[src/hw/rtl/crd_pkg.sv]
// types, tables and bit functions of the cartridge rom descrambler
`timescale 1ns / 1ps

package crd_pkg;

   localparam int OP_WIDTH    = 3;
   localparam int INDEX_WIDTH = 24;
   localparam int DATA_WIDTH  = 32;

   typedef enum logic [OP_WIDTH-1:0] {
      OP_SPR_GATHER  = 3'd0,
      OP_SPR_SCATTER = 3'd1,
      OP_FIX_BYTE    = 3'd2,
      OP_FIX_GATHER  = 3'd3,
      OP_BIOS_WORD   = 3'd4
   } op_type;

   // one pipeline stage's control
   typedef struct packed {
      logic                valid;
      logic [OP_WIDTH-1:0] op;
   } crd_ctl_type;

   localparam logic [31:0] SPR_DATA_KEY   = 32'he9c42134;
   localparam logic [23:0] SPR_GATHER_KEY = 24'h0c8923;
   localparam logic [7:0]  BYTE_KEY       = 8'hd2;

   // permutation tables list, from the msb of the result down, the source bit
   localparam logic [4:0] SPR_DATA_PERM [32] = '{
      5'd9,  5'd13, 5'd19, 5'd0,  5'd23, 5'd15, 5'd3,  5'd5,
      5'd4,  5'd12, 5'd17, 5'd30, 5'd18, 5'd21, 5'd11, 5'd6,
      5'd27, 5'd10, 5'd26, 5'd28, 5'd20, 5'd2,  5'd14, 5'd29,
      5'd24, 5'd8,  5'd1,  5'd16, 5'd25, 5'd31, 5'd7,  5'd22
   };
   localparam logic [4:0] SPR_GATHER_PERM [24] = '{
      5'd23, 5'd22, 5'd21, 5'd4,  5'd11, 5'd14, 5'd8,  5'd12,
      5'd16, 5'd0,  5'd10, 5'd19, 5'd3,  5'd6,  5'd2,  5'd7,
      5'd13, 5'd1,  5'd17, 5'd9,  5'd20, 5'd15, 5'd18, 5'd5
   };
   localparam logic [4:0] SPR_SCATTER_PERM [24] = '{
      5'd23, 5'd21, 5'd10, 5'd20, 5'd19, 5'd22, 5'd18, 5'd17,
      5'd16, 5'd15, 5'd14, 5'd13, 5'd12, 5'd11, 5'd9,  5'd8,
      5'd7,  5'd6,  5'd5,  5'd4,  5'd3,  5'd2,  5'd1,  5'd0
   };
   localparam logic [2:0] BYTE_PERM [8] = '{
      3'd4, 3'd0, 3'd7, 3'd2, 3'd5, 3'd1, 3'd6, 3'd3
   };
   localparam logic [3:0] BIOS_TABLE [64] = '{
      4'h4, 4'ha, 4'h4, 4'ha, 4'h4, 4'ha, 4'h4, 4'ha,
      4'ha, 4'h4, 4'ha, 4'h4, 4'ha, 4'h4, 4'ha, 4'h4,
      4'h9, 4'h7, 4'h9, 4'h7, 4'h9, 4'h7, 4'h9, 4'h7,
      4'h9, 4'h9, 4'h4, 4'h4, 4'h9, 4'h9, 4'h4, 4'h4,
      4'hb, 4'hd, 4'hb, 4'hd, 4'h3, 4'h5, 4'h3, 4'h5,
      4'he, 4'he, 4'h3, 4'h3, 4'he, 4'he, 4'h3, 4'h3,
      4'h3, 4'h5, 4'hb, 4'hd, 4'h3, 4'h5, 4'hb, 4'hd,
      4'h4, 4'h0, 4'h4, 4'h0, 4'he, 4'ha, 4'he, 4'ha
   };

   function automatic logic [31:0] perm_spr_data(input logic [31:0] v);
      logic [31:0] r;
      r = '0;
      for (int k = 0; k < 32; k++) begin
         r[5'(31 - k)] = v[SPR_DATA_PERM[5'(k)]];
      end
      return r;
   endfunction

   function automatic logic [23:0] perm_spr_gather(input logic [23:0] v);
      logic [23:0] r;
      r = '0;
      for (int k = 0; k < 24; k++) begin
         r[5'(23 - k)] = v[SPR_GATHER_PERM[5'(k)]];
      end
      return r;
   endfunction

   function automatic logic [23:0] perm_spr_scatter(input logic [23:0] v);
      logic [23:0] r;
      r = '0;
      for (int k = 0; k < 24; k++) begin
         r[5'(23 - k)] = v[SPR_SCATTER_PERM[5'(k)]];
      end
      return r;
   endfunction

   function automatic logic [7:0] perm_byte(input logic [7:0] v);
      logic [7:0] r;
      r = '0;
      for (int k = 0; k < 8; k++) begin
         r[3'(7 - k)] = v[BYTE_PERM[3'(k)]];
      end
      return r;
   endfunction

   // address flips of the bios scheme (bit 5 always, the rest index-dependent), table excluded
   function automatic logic [23:0] bios_addr_mask(input logic [23:0] idx);
      logic [23:0] m;
      m     = 24'h000020;
      m[4]  = idx[5];
      m[6]  = ~idx[4];
      m[7]  = ~idx[2];
      m[8]  = idx[9];
      m[10] = ~idx[13];
      m[12] = ~idx[16];
      m[15] = idx[13];
      return m;
   endfunction

endpackage

[src/hw/rtl/cartridge_rom_descrambler_top.sv]
// top level of the cartridge rom descrambler
`timescale 1ns / 1ps

// Cartridge ROM descrambler. Each transfer carries an operation code, an item
// index and the raw data fetched for it; the block returns the mapped address
// and the plain data for five board schemes (sprite gather, sprite scatter,
// fixed byte, fixed gather, bios word). Unused operation codes return zeros.
// Throughput is one transfer per clock: busy is low except while reset is
// held, so start may be high on every cycle. The datapath is a fixed
// three-stage pipeline (key xor, bit permutation, final key or table xor);
// rsp_strobe is driven by the third stage's valid register and is high for
// one cycle per item. The receiver cannot stall the block; results must be
// taken in the cycle they are shown. No state is kept between items.

module cartridge_rom_descrambler_top (
   input  logic                            clock,
   input  logic                            reset,
   input  logic                            start,
   output logic                            busy,
   input  logic [crd_pkg::OP_WIDTH-1:0]    req_operation,
   input  logic [crd_pkg::INDEX_WIDTH-1:0] req_index,
   input  logic [crd_pkg::DATA_WIDTH-1:0]  req_raw_data,
   output logic                            rsp_strobe,
   output logic [crd_pkg::INDEX_WIDTH-1:0] rsp_mapped_address,
   output logic [crd_pkg::DATA_WIDTH-1:0]  rsp_plain_data
);
   import crd_pkg::*;

   crd_ctl_type s1_ctl_ff, s1_ctl_in;
   crd_ctl_type s2_ctl_ff;
   logic        s3_valid_ff;
   logic        accept;

   // nothing can hold the pipe, so only reset blocks a transfer
   assign busy   = reset;
   assign accept = start & ~busy;

   assign s1_ctl_in = '{valid: accept, op: req_operation};

   // valid bits per stage, cleared by reset; opcode travels alongside the
   // data and needs no reset
   always_ff @(posedge clock) begin
      if (reset) begin
         s1_ctl_ff.valid <= 1'b0;
         s2_ctl_ff.valid <= 1'b0;
         s3_valid_ff     <= 1'b0;
      end else begin
         s1_ctl_ff.valid <= s1_ctl_in.valid;
         s2_ctl_ff.valid <= s1_ctl_ff.valid;
         s3_valid_ff     <= s2_ctl_ff.valid;
      end
      s1_ctl_ff.op <= s1_ctl_in.op;
      s2_ctl_ff.op <= s1_ctl_ff.op;
   end

   // address mapping: permutations, bit shuffles, gather key xor, bios flips and table
   crd_addr_path u_addr_path (
      .clock     (clock),
      .req_index (req_index),
      .s1_ctl    (s1_ctl_ff),
      .s2_ctl    (s2_ctl_ff),
      .addr_out  (rsp_mapped_address)
   );

   // data descrambling: key xor, bit permutation, bios bit flips
   crd_data_path u_data_path (
      .clock         (clock),
      .req_operation (req_operation),
      .req_raw_data  (req_raw_data),
      .s1_ctl        (s1_ctl_ff),
      .s2_ctl        (s2_ctl_ff),
      .data_out      (rsp_plain_data)
   );

   assign rsp_strobe = s3_valid_ff;

endmodule

[src/hw/rtl/crd_addr_path.sv]
// three-stage address mapping path of the descrambler
`timescale 1ns / 1ps

module crd_addr_path (
   input  logic                             clock,
   input  logic [crd_pkg::INDEX_WIDTH-1:0]  req_index,
   input  crd_pkg::crd_ctl_type             s1_ctl,
   input  crd_pkg::crd_ctl_type             s2_ctl,
   output logic [crd_pkg::INDEX_WIDTH-1:0]  addr_out
);
   import crd_pkg::*;

   logic [INDEX_WIDTH-1:0] idx1_ff;
   logic [INDEX_WIDTH-1:0] addr2_ff, addr2_in;
   logic [5:0]             tix2_ff;
   logic [INDEX_WIDTH-1:0] addr3_ff, addr3_in;
   logic [INDEX_WIDTH-1:0] scat_perm;
   logic [INDEX_WIDTH-1:0] gath_perm;

   // scatter works on the byte address index*4, low 23 bits permuted
   assign scat_perm = perm_spr_scatter({1'b0, idx1_ff[20:0], 2'b00});
   assign gath_perm = perm_spr_gather({3'b000, idx1_ff[20:0]});

   always_comb begin
      case (s1_ctl.op)
         OP_SPR_GATHER:  addr2_in = {idx1_ff[23:21], gath_perm[20:0]};
         OP_SPR_SCATTER: addr2_in = {idx1_ff[23:21], scat_perm[22:2]};
         OP_FIX_BYTE:    addr2_in = idx1_ff;
         OP_FIX_GATHER:  addr2_in = {idx1_ff[23:5], idx1_ff[2:0], ~idx1_ff[3], idx1_ff[4]};
         OP_BIOS_WORD:   addr2_in = idx1_ff ^ bios_addr_mask(idx1_ff);
         default:        addr2_in = '0;
      endcase
   end

   always_comb begin
      case (s2_ctl.op)
         OP_SPR_GATHER: addr3_in = addr2_ff ^ SPR_GATHER_KEY;
         OP_BIOS_WORD:  addr3_in = addr2_ff ^ {20'h00000, BIOS_TABLE[tix2_ff]};
         default:       addr3_in = addr2_ff;
      endcase
   end

   always_ff @(posedge clock) begin
      idx1_ff  <= req_index;
      addr2_ff <= addr2_in;
      tix2_ff  <= {idx1_ff[6:4], idx1_ff[2:0]};
      addr3_ff <= addr3_in;
   end

   assign addr_out = addr3_ff;

endmodule

[src/hw/rtl/crd_data_path.sv]
// three-stage data descrambling path
`timescale 1ns / 1ps

module crd_data_path (
   input  logic                             clock,
   input  logic [crd_pkg::OP_WIDTH-1:0]     req_operation,
   input  logic [crd_pkg::DATA_WIDTH-1:0]   req_raw_data,
   input  crd_pkg::crd_ctl_type             s1_ctl,
   input  crd_pkg::crd_ctl_type             s2_ctl,
   output logic [crd_pkg::DATA_WIDTH-1:0]   data_out
);
   import crd_pkg::*;

   logic [DATA_WIDTH-1:0] data1_ff, data1_in;
   logic [DATA_WIDTH-1:0] data2_ff, data2_in;
   logic [DATA_WIDTH-1:0] data3_ff, data3_in;

   // key xor for sprite and fixed modes (bios word passes raw), high bits outside the mode's width dropped
   always_comb begin
      case (req_operation)
         OP_SPR_GATHER, OP_SPR_SCATTER: data1_in = req_raw_data ^ SPR_DATA_KEY;
         OP_FIX_BYTE, OP_FIX_GATHER:    data1_in = {24'h000000, req_raw_data[7:0] ^ BYTE_KEY};
         OP_BIOS_WORD:                  data1_in = {16'h0000, req_raw_data[15:0]};
         default:                       data1_in = '0;
      endcase
   end

   always_comb begin
      case (s1_ctl.op)
         OP_SPR_GATHER, OP_SPR_SCATTER: data2_in = perm_spr_data(data1_ff);
         OP_FIX_BYTE, OP_FIX_GATHER:    data2_in = {24'h000000, perm_byte(data1_ff[7:0])};
         OP_BIOS_WORD:                  data2_in = data1_ff;
         default:                       data2_in = '0;
      endcase
   end

   // bios word: bits 0, 1, 3 flip with bits 2, 4, 5
   always_comb begin
      data3_in = data2_ff;
      case (s2_ctl.op)
         OP_BIOS_WORD: begin
            data3_in[0] = data2_ff[0] ^ data2_ff[2];
            data3_in[1] = data2_ff[1] ^ data2_ff[4];
            data3_in[3] = data2_ff[3] ^ data2_ff[5];
         end
         default: data3_in = data2_ff;
      endcase
   end

   always_ff @(posedge clock) begin
      data1_ff <= data1_in;
      data2_ff <= data2_in;
      data3_ff <= data3_in;
   end

   assign data_out = data3_ff;

endmodule

[config.mk]
export PLATFORM = sky130hd
export DESIGN_NAME = cartridge_rom_descrambler_top
export DESIGN_NICKNAME = d
export VERILOG_FILES = /design/src/hw/rtl/crd_pkg.sv /design/src/hw/rtl/cartridge_rom_descrambler_top.sv /design/src/hw/rtl/crd_addr_path.sv /design/src/hw/rtl/crd_data_path.sv
export SDC_FILE = /design/constraint.sdc
export NUM_CORES = 1
export LEC_CHECK = 0
export ABC_AREA = 1
export BUFFER_PORTS_ARGS = -buffer_cell sky130_fd_sc_hd__buf_2
export CORE_MARGIN = 2
export CORE_UTILIZATION = 45
export CTS_BUF_LIST = sky130_fd_sc_hd__clkbuf_4
export DETAILED_ROUTE_END_ITERATION = 10
export GPL_ROUTABILITY_DRIVEN = 0
export GPL_TIMING_DRIVEN = 0
export PLACE_DENSITY = 0.7
export SETUP_SLACK_MARGIN = 0.5
export SLEW_MARGIN = 10
export SYNTH_ARGS = -nofsm -noshare
export SYNTH_HDL_FRONTEND = slang
export SYNTH_SLANG_ARGS = --single-unit
export TNS_END_PERCENT = 10
[constraint.sdc]
create_clock -name clock -period 3.8 [get_ports clock]
set_input_delay 0.95 -clock clock [delete_from_list [all_inputs] [get_ports clock]]
set_output_delay 0.95 -clock clock [all_outputs]
set_load 0.01 [all_outputs]
==> reports/metrics.sh <==
DIE_HEIGHT_MICRONS=110.2
CP_DATA_ARRIVAL_TIME_NS=1.32
ANTENNA_LEFT=0
TIMING.CLOCK.SKEW_NS=0.01855
DP_CELLS=748
PLACE_HPWL_MICRONS=6618
WL_PER_CELL_MICRONS=11.36
NUM_VIAS=3328
RSZ_0062_RAISED_AFTER_GLOBAL_ROUTING='no'
CTS-HOLD-FIX-BUFFERS=0
CLOCK.FMAX_GHz=0.4413
HTREEDEPTH=4
YOSYS-TOP-CELLS-AREA='sky130_fd_sc_hd__dfxtp_1 (72%), sky130_fd_sc_hd__inv_1 (6.6%), sky130_fd_sc_hd__nor2_1 (6.3%), sky130_fd_sc_hd__nand2_1 (3.1%), sky130_fd_sc_hd__xnor2_1 (1.9%)'
WORST-SETUP-PATH-TYPE='in2out'
POST_SYNTH.CELL_AREA_AVG_SQ_UM=10.38
ANTENNA_VIOLATIONS_BEFORE_REPAIR=2
ROUTED_WIRELENGTH_MICRONS=8874
STATUS='finished clean'
SYNTHDOMINANTCELLAREASHARE_PCT=72.15
CTS-BUFFERS-INSERTED=17
INITIAL_CORE_UTILIZATION_PCT=46.43
POST_CTS_RESIZE_COUNT=0
DETAILEDPLACE.WORSTSLACK_NS=1.530
POSTLAYOUTSETUPSLACKWORST_NS=1.534
CLK_PIN_SLEW_NS=0.15
TRITONCTS='done'
FINALSETUPVIOLATIONS=0
POWER.NET_SWITCHING_mW=0.8226
CRITPATHCAPTURETYPE='output port'
REGTOREGSETUPSLACK_NS=2.37
CRIT_PATH_START_KIND='primary input'
SYNTH_WARNINGS=0
OVERALL_GLOBAL_ROUTING_RESOURCE_USAGE_PCT=15.89
MIN_CLOCK_PERIOD_POST_ROUTE_NS=2.266
GRT_PASS1_WL_MICRONS=14340
NETLIST_AREA_PRE_PLACE_SQ_UM=5077
POST-CTS-SETUP-BUFFER-COUNT=0
NNETSFINAL=691
VDD.IR_DROP.WORST_mV=0.3268
LEAKAGEPOWER_nW=3.007
SWITCHING_SHARE_PCT=25.59
DRIVE_GT1_SHARE_PCT=26.88
GRT_REMAINING_OVERFLOW=0
SYNTH_TOP_AREA_CELL='sky130_fd_sc_hd__dfxtp_1'
FIN_CELLS=781
CAP_VIOL_MAX_COUNT=0
MAX-CLOCK-PATH-BUFFERS=2
PIN_COUNT=120
SLEW-LIMIT-HEADROOM_PCT=73.21
FLOORPLAN.DIE.WIDTH_MICRONS=110.2
SYNTHDISTINCTLIBCELLS=29
SETUP_TOTAL_NEGATIVE_SLACK_NS=0
WORST_EP_REQUIRED_TIME_NS=2.85
FIN_CRIT_SH_PCT=59.63
INTERNAL_POWER_mW=2.392
PIN_COUNT_OF_THE_BIGGEST_NET_ENTERING_GLOBAL_ROUTING=19
CLOCK_INSERTION_DELAY_WORST_SKEW_NS=0.54
SEQUENTIAL_CELL_AREA_FRACTION_IN_THE_YOSYS_REPORT_PCT=72.15
DIE-AREA_SQ_UM=12150
SYN_NETS=553
DRTPASS1ITERATIONS=4
FINALINSTANCEAREA_SQ_UM=6121
CTS-ROOT-BUF='sky130_fd_sc_hd__clkbuf_4'
DOMINANTREGCELLSYNTH='sky130_fd_sc_hd__dfxtp_1'
POWER.DENSITY_nW_PER_UM2=525.1
WHS_NS=0.3354
P_COMB_SHARE_PCT=6.4
DRT-INITIAL-DRC-COUNT=149
VIASPERCELL=4.261
TIMING_HOLD_VIOLATIONS_FINAL=0
P_CLK_SHARE_PCT=29.9
AREA.GROWTH.SYNTH_TO_FINAL_PCT=20.55
WORST_PIN_SLEW_NS=0.4003
DRC_VIOLATIONS=0
WORST_HOLD_PATH_TYPE='reg2reg'
PLACEMENT_ROWS=38
DPL-INSTANCE-AREA_SQ_UM=5848
SYNTH_CELLS=489
YOSYS_REGISTER_BITS=183
ASYNC_RESET_FF_SHARE_PCT=0
POWER.SHARE.SEQUENTIAL_PCT=63.7
PLACE.PORT_BUFFERS=119
SLEW_VIOLS_FINAL=0
GRT_PASS1_VIAS=3196
NUMBER_OF_FLOPS_MAPPED_TO_ENABLE_CELLS_BY_YOSYS=0
COREAREA_SQ_UM=10940
WORST-PATH-MAX-FANOUT=4
CLOCK_SINKS=183
-- kinds of logic (layout without fill, tap and decap cells) --
kind of cell / after synthesis / after routing / synth area share (%)
buffers and inverters: 101 / 252 / 8.181
AO/OA/AOI/OAI: 35 / 35 / 4.461
AND/OR/NAND/NOR: 157 / 157 / 12.81
adder cells (fa/ha/maj): 2 / 2 / 0.4928
flip-flops: 183 / 183 / 72.15
XOR/XNOR: 11 / 11 / 1.897
other: 0 / 1 / 0
-- through the flow --
step	total power [mW]	utilization [%]
final	3.214	55.97
after global routing	3.382	55.97
after CTS	3.257	55.95
after detailed placement	2.298	53.48
after global placement	2.288	53.48
after floorplan	2.202	-
-- layer usage --
metal,share of wire [%],vias up,global-route usage [%]
met5,0.15,-,0
met4,0.94,2,6.875
met3,7.4,8,6.878
met2,51,98,25.85
met1,40,1470,18.23
li1,-,1750,-
-- cell type report --
cell class	count	area [sq um]
buffer	7	62.56
antenna	1	2.502
fill	981	4815
sequential	183	3664
clock inverter	15	142.6
tap	140	175.2
timing repair buffer	119	595.6
inverter	94	352.8
multi-input combinational	205	998.5
clock buffer	17	127.6
-- power by group through the flow --
| stage | registers, mW | clock network (mW) | logic (mW) |
|---|---|---|---|
| after CTS | 2.05 | 1.00 | 0.208 |
| after global routing | 2.06 | 1.09 | 0.234 |
| after floorplan | 2.10 | 0 | 0.102 |
| after detailed placement | 2.09 | 0 | 0.207 |
| after global placement | 2.09 | 0 | 0.200 |
| final | 2.05 | 0.962 | 0.205 |
-- layout by cell type, fill, tap and decap left out, drive strengths merged, types with 2 or more instances in the layout --
cell type,instances
nor3,4
inv,99
nand3b,2
o2111ai,2
buf,126
ha,2
clkbuf,17
clkinv,9
nor2,91
a21oi,14
dfxtp,183
nand3,13
o221ai,5
nand2,45
o22ai,4
o21ai,6
xnor2,11
-- cells in the mapped netlist, drive strengths merged (2+ instances only) --
master and number:
nand3b 2, dfxtp 183, inv 94, nor3 4, o22ai 4, buf 7, a21oi 14, ha 2
o2111ai 2, o221ai 5, nand2 45, nand3 13, xnor2 11, o21ai 6, nor2 91
-- final timing paths --
| path | cells after the start | to | start |
|---|---|---|---|
| worst max-delay path | 3 | busy | reset |
| worst min register to register | 0 | u_data_path.data_out[29]$_DFF_P_ | u_data_path.data2_ff[29]$_DFF_P_ |
| worst min-delay path | 0 | u_data_path.data_out[29]$_DFF_P_ | u_data_path.data2_ff[29]$_DFF_P_ |
| worst max register to register | 9 | u_addr_path.addr_out[1]$_DFF_P_ | u_addr_path.tix2_ff[3]$_DFF_P_ |
-- registers in the layout (all words and copies together), names as in the netlist, 4 cells and up --
| signal | flops |
|---|---|
| u_data_path.data2_ff | 32 |
| s2_ctl_ff | 4 |
| u_addr_path.addr_out | 24 |
| u_data_path.data_out | 32 |
| s1_ctl_ff | 4 |
| u_addr_path.idx1_ff | 24 |
| u_data_path.data1_ff | 32 |
| u_addr_path.addr2_ff | 24 |
| u_addr_path.tix2_ff | 6 |
-- worst max-delay path, cell delays in order --
cell and delay [ns]:
sky130_fd_sc_hd__buf_2 0.12, sky130_fd_sc_hd__buf_4 0.12, sky130_fd_sc_hd__buf_2 0.13
Note: power is estimated with default switching activity, not from simulation.
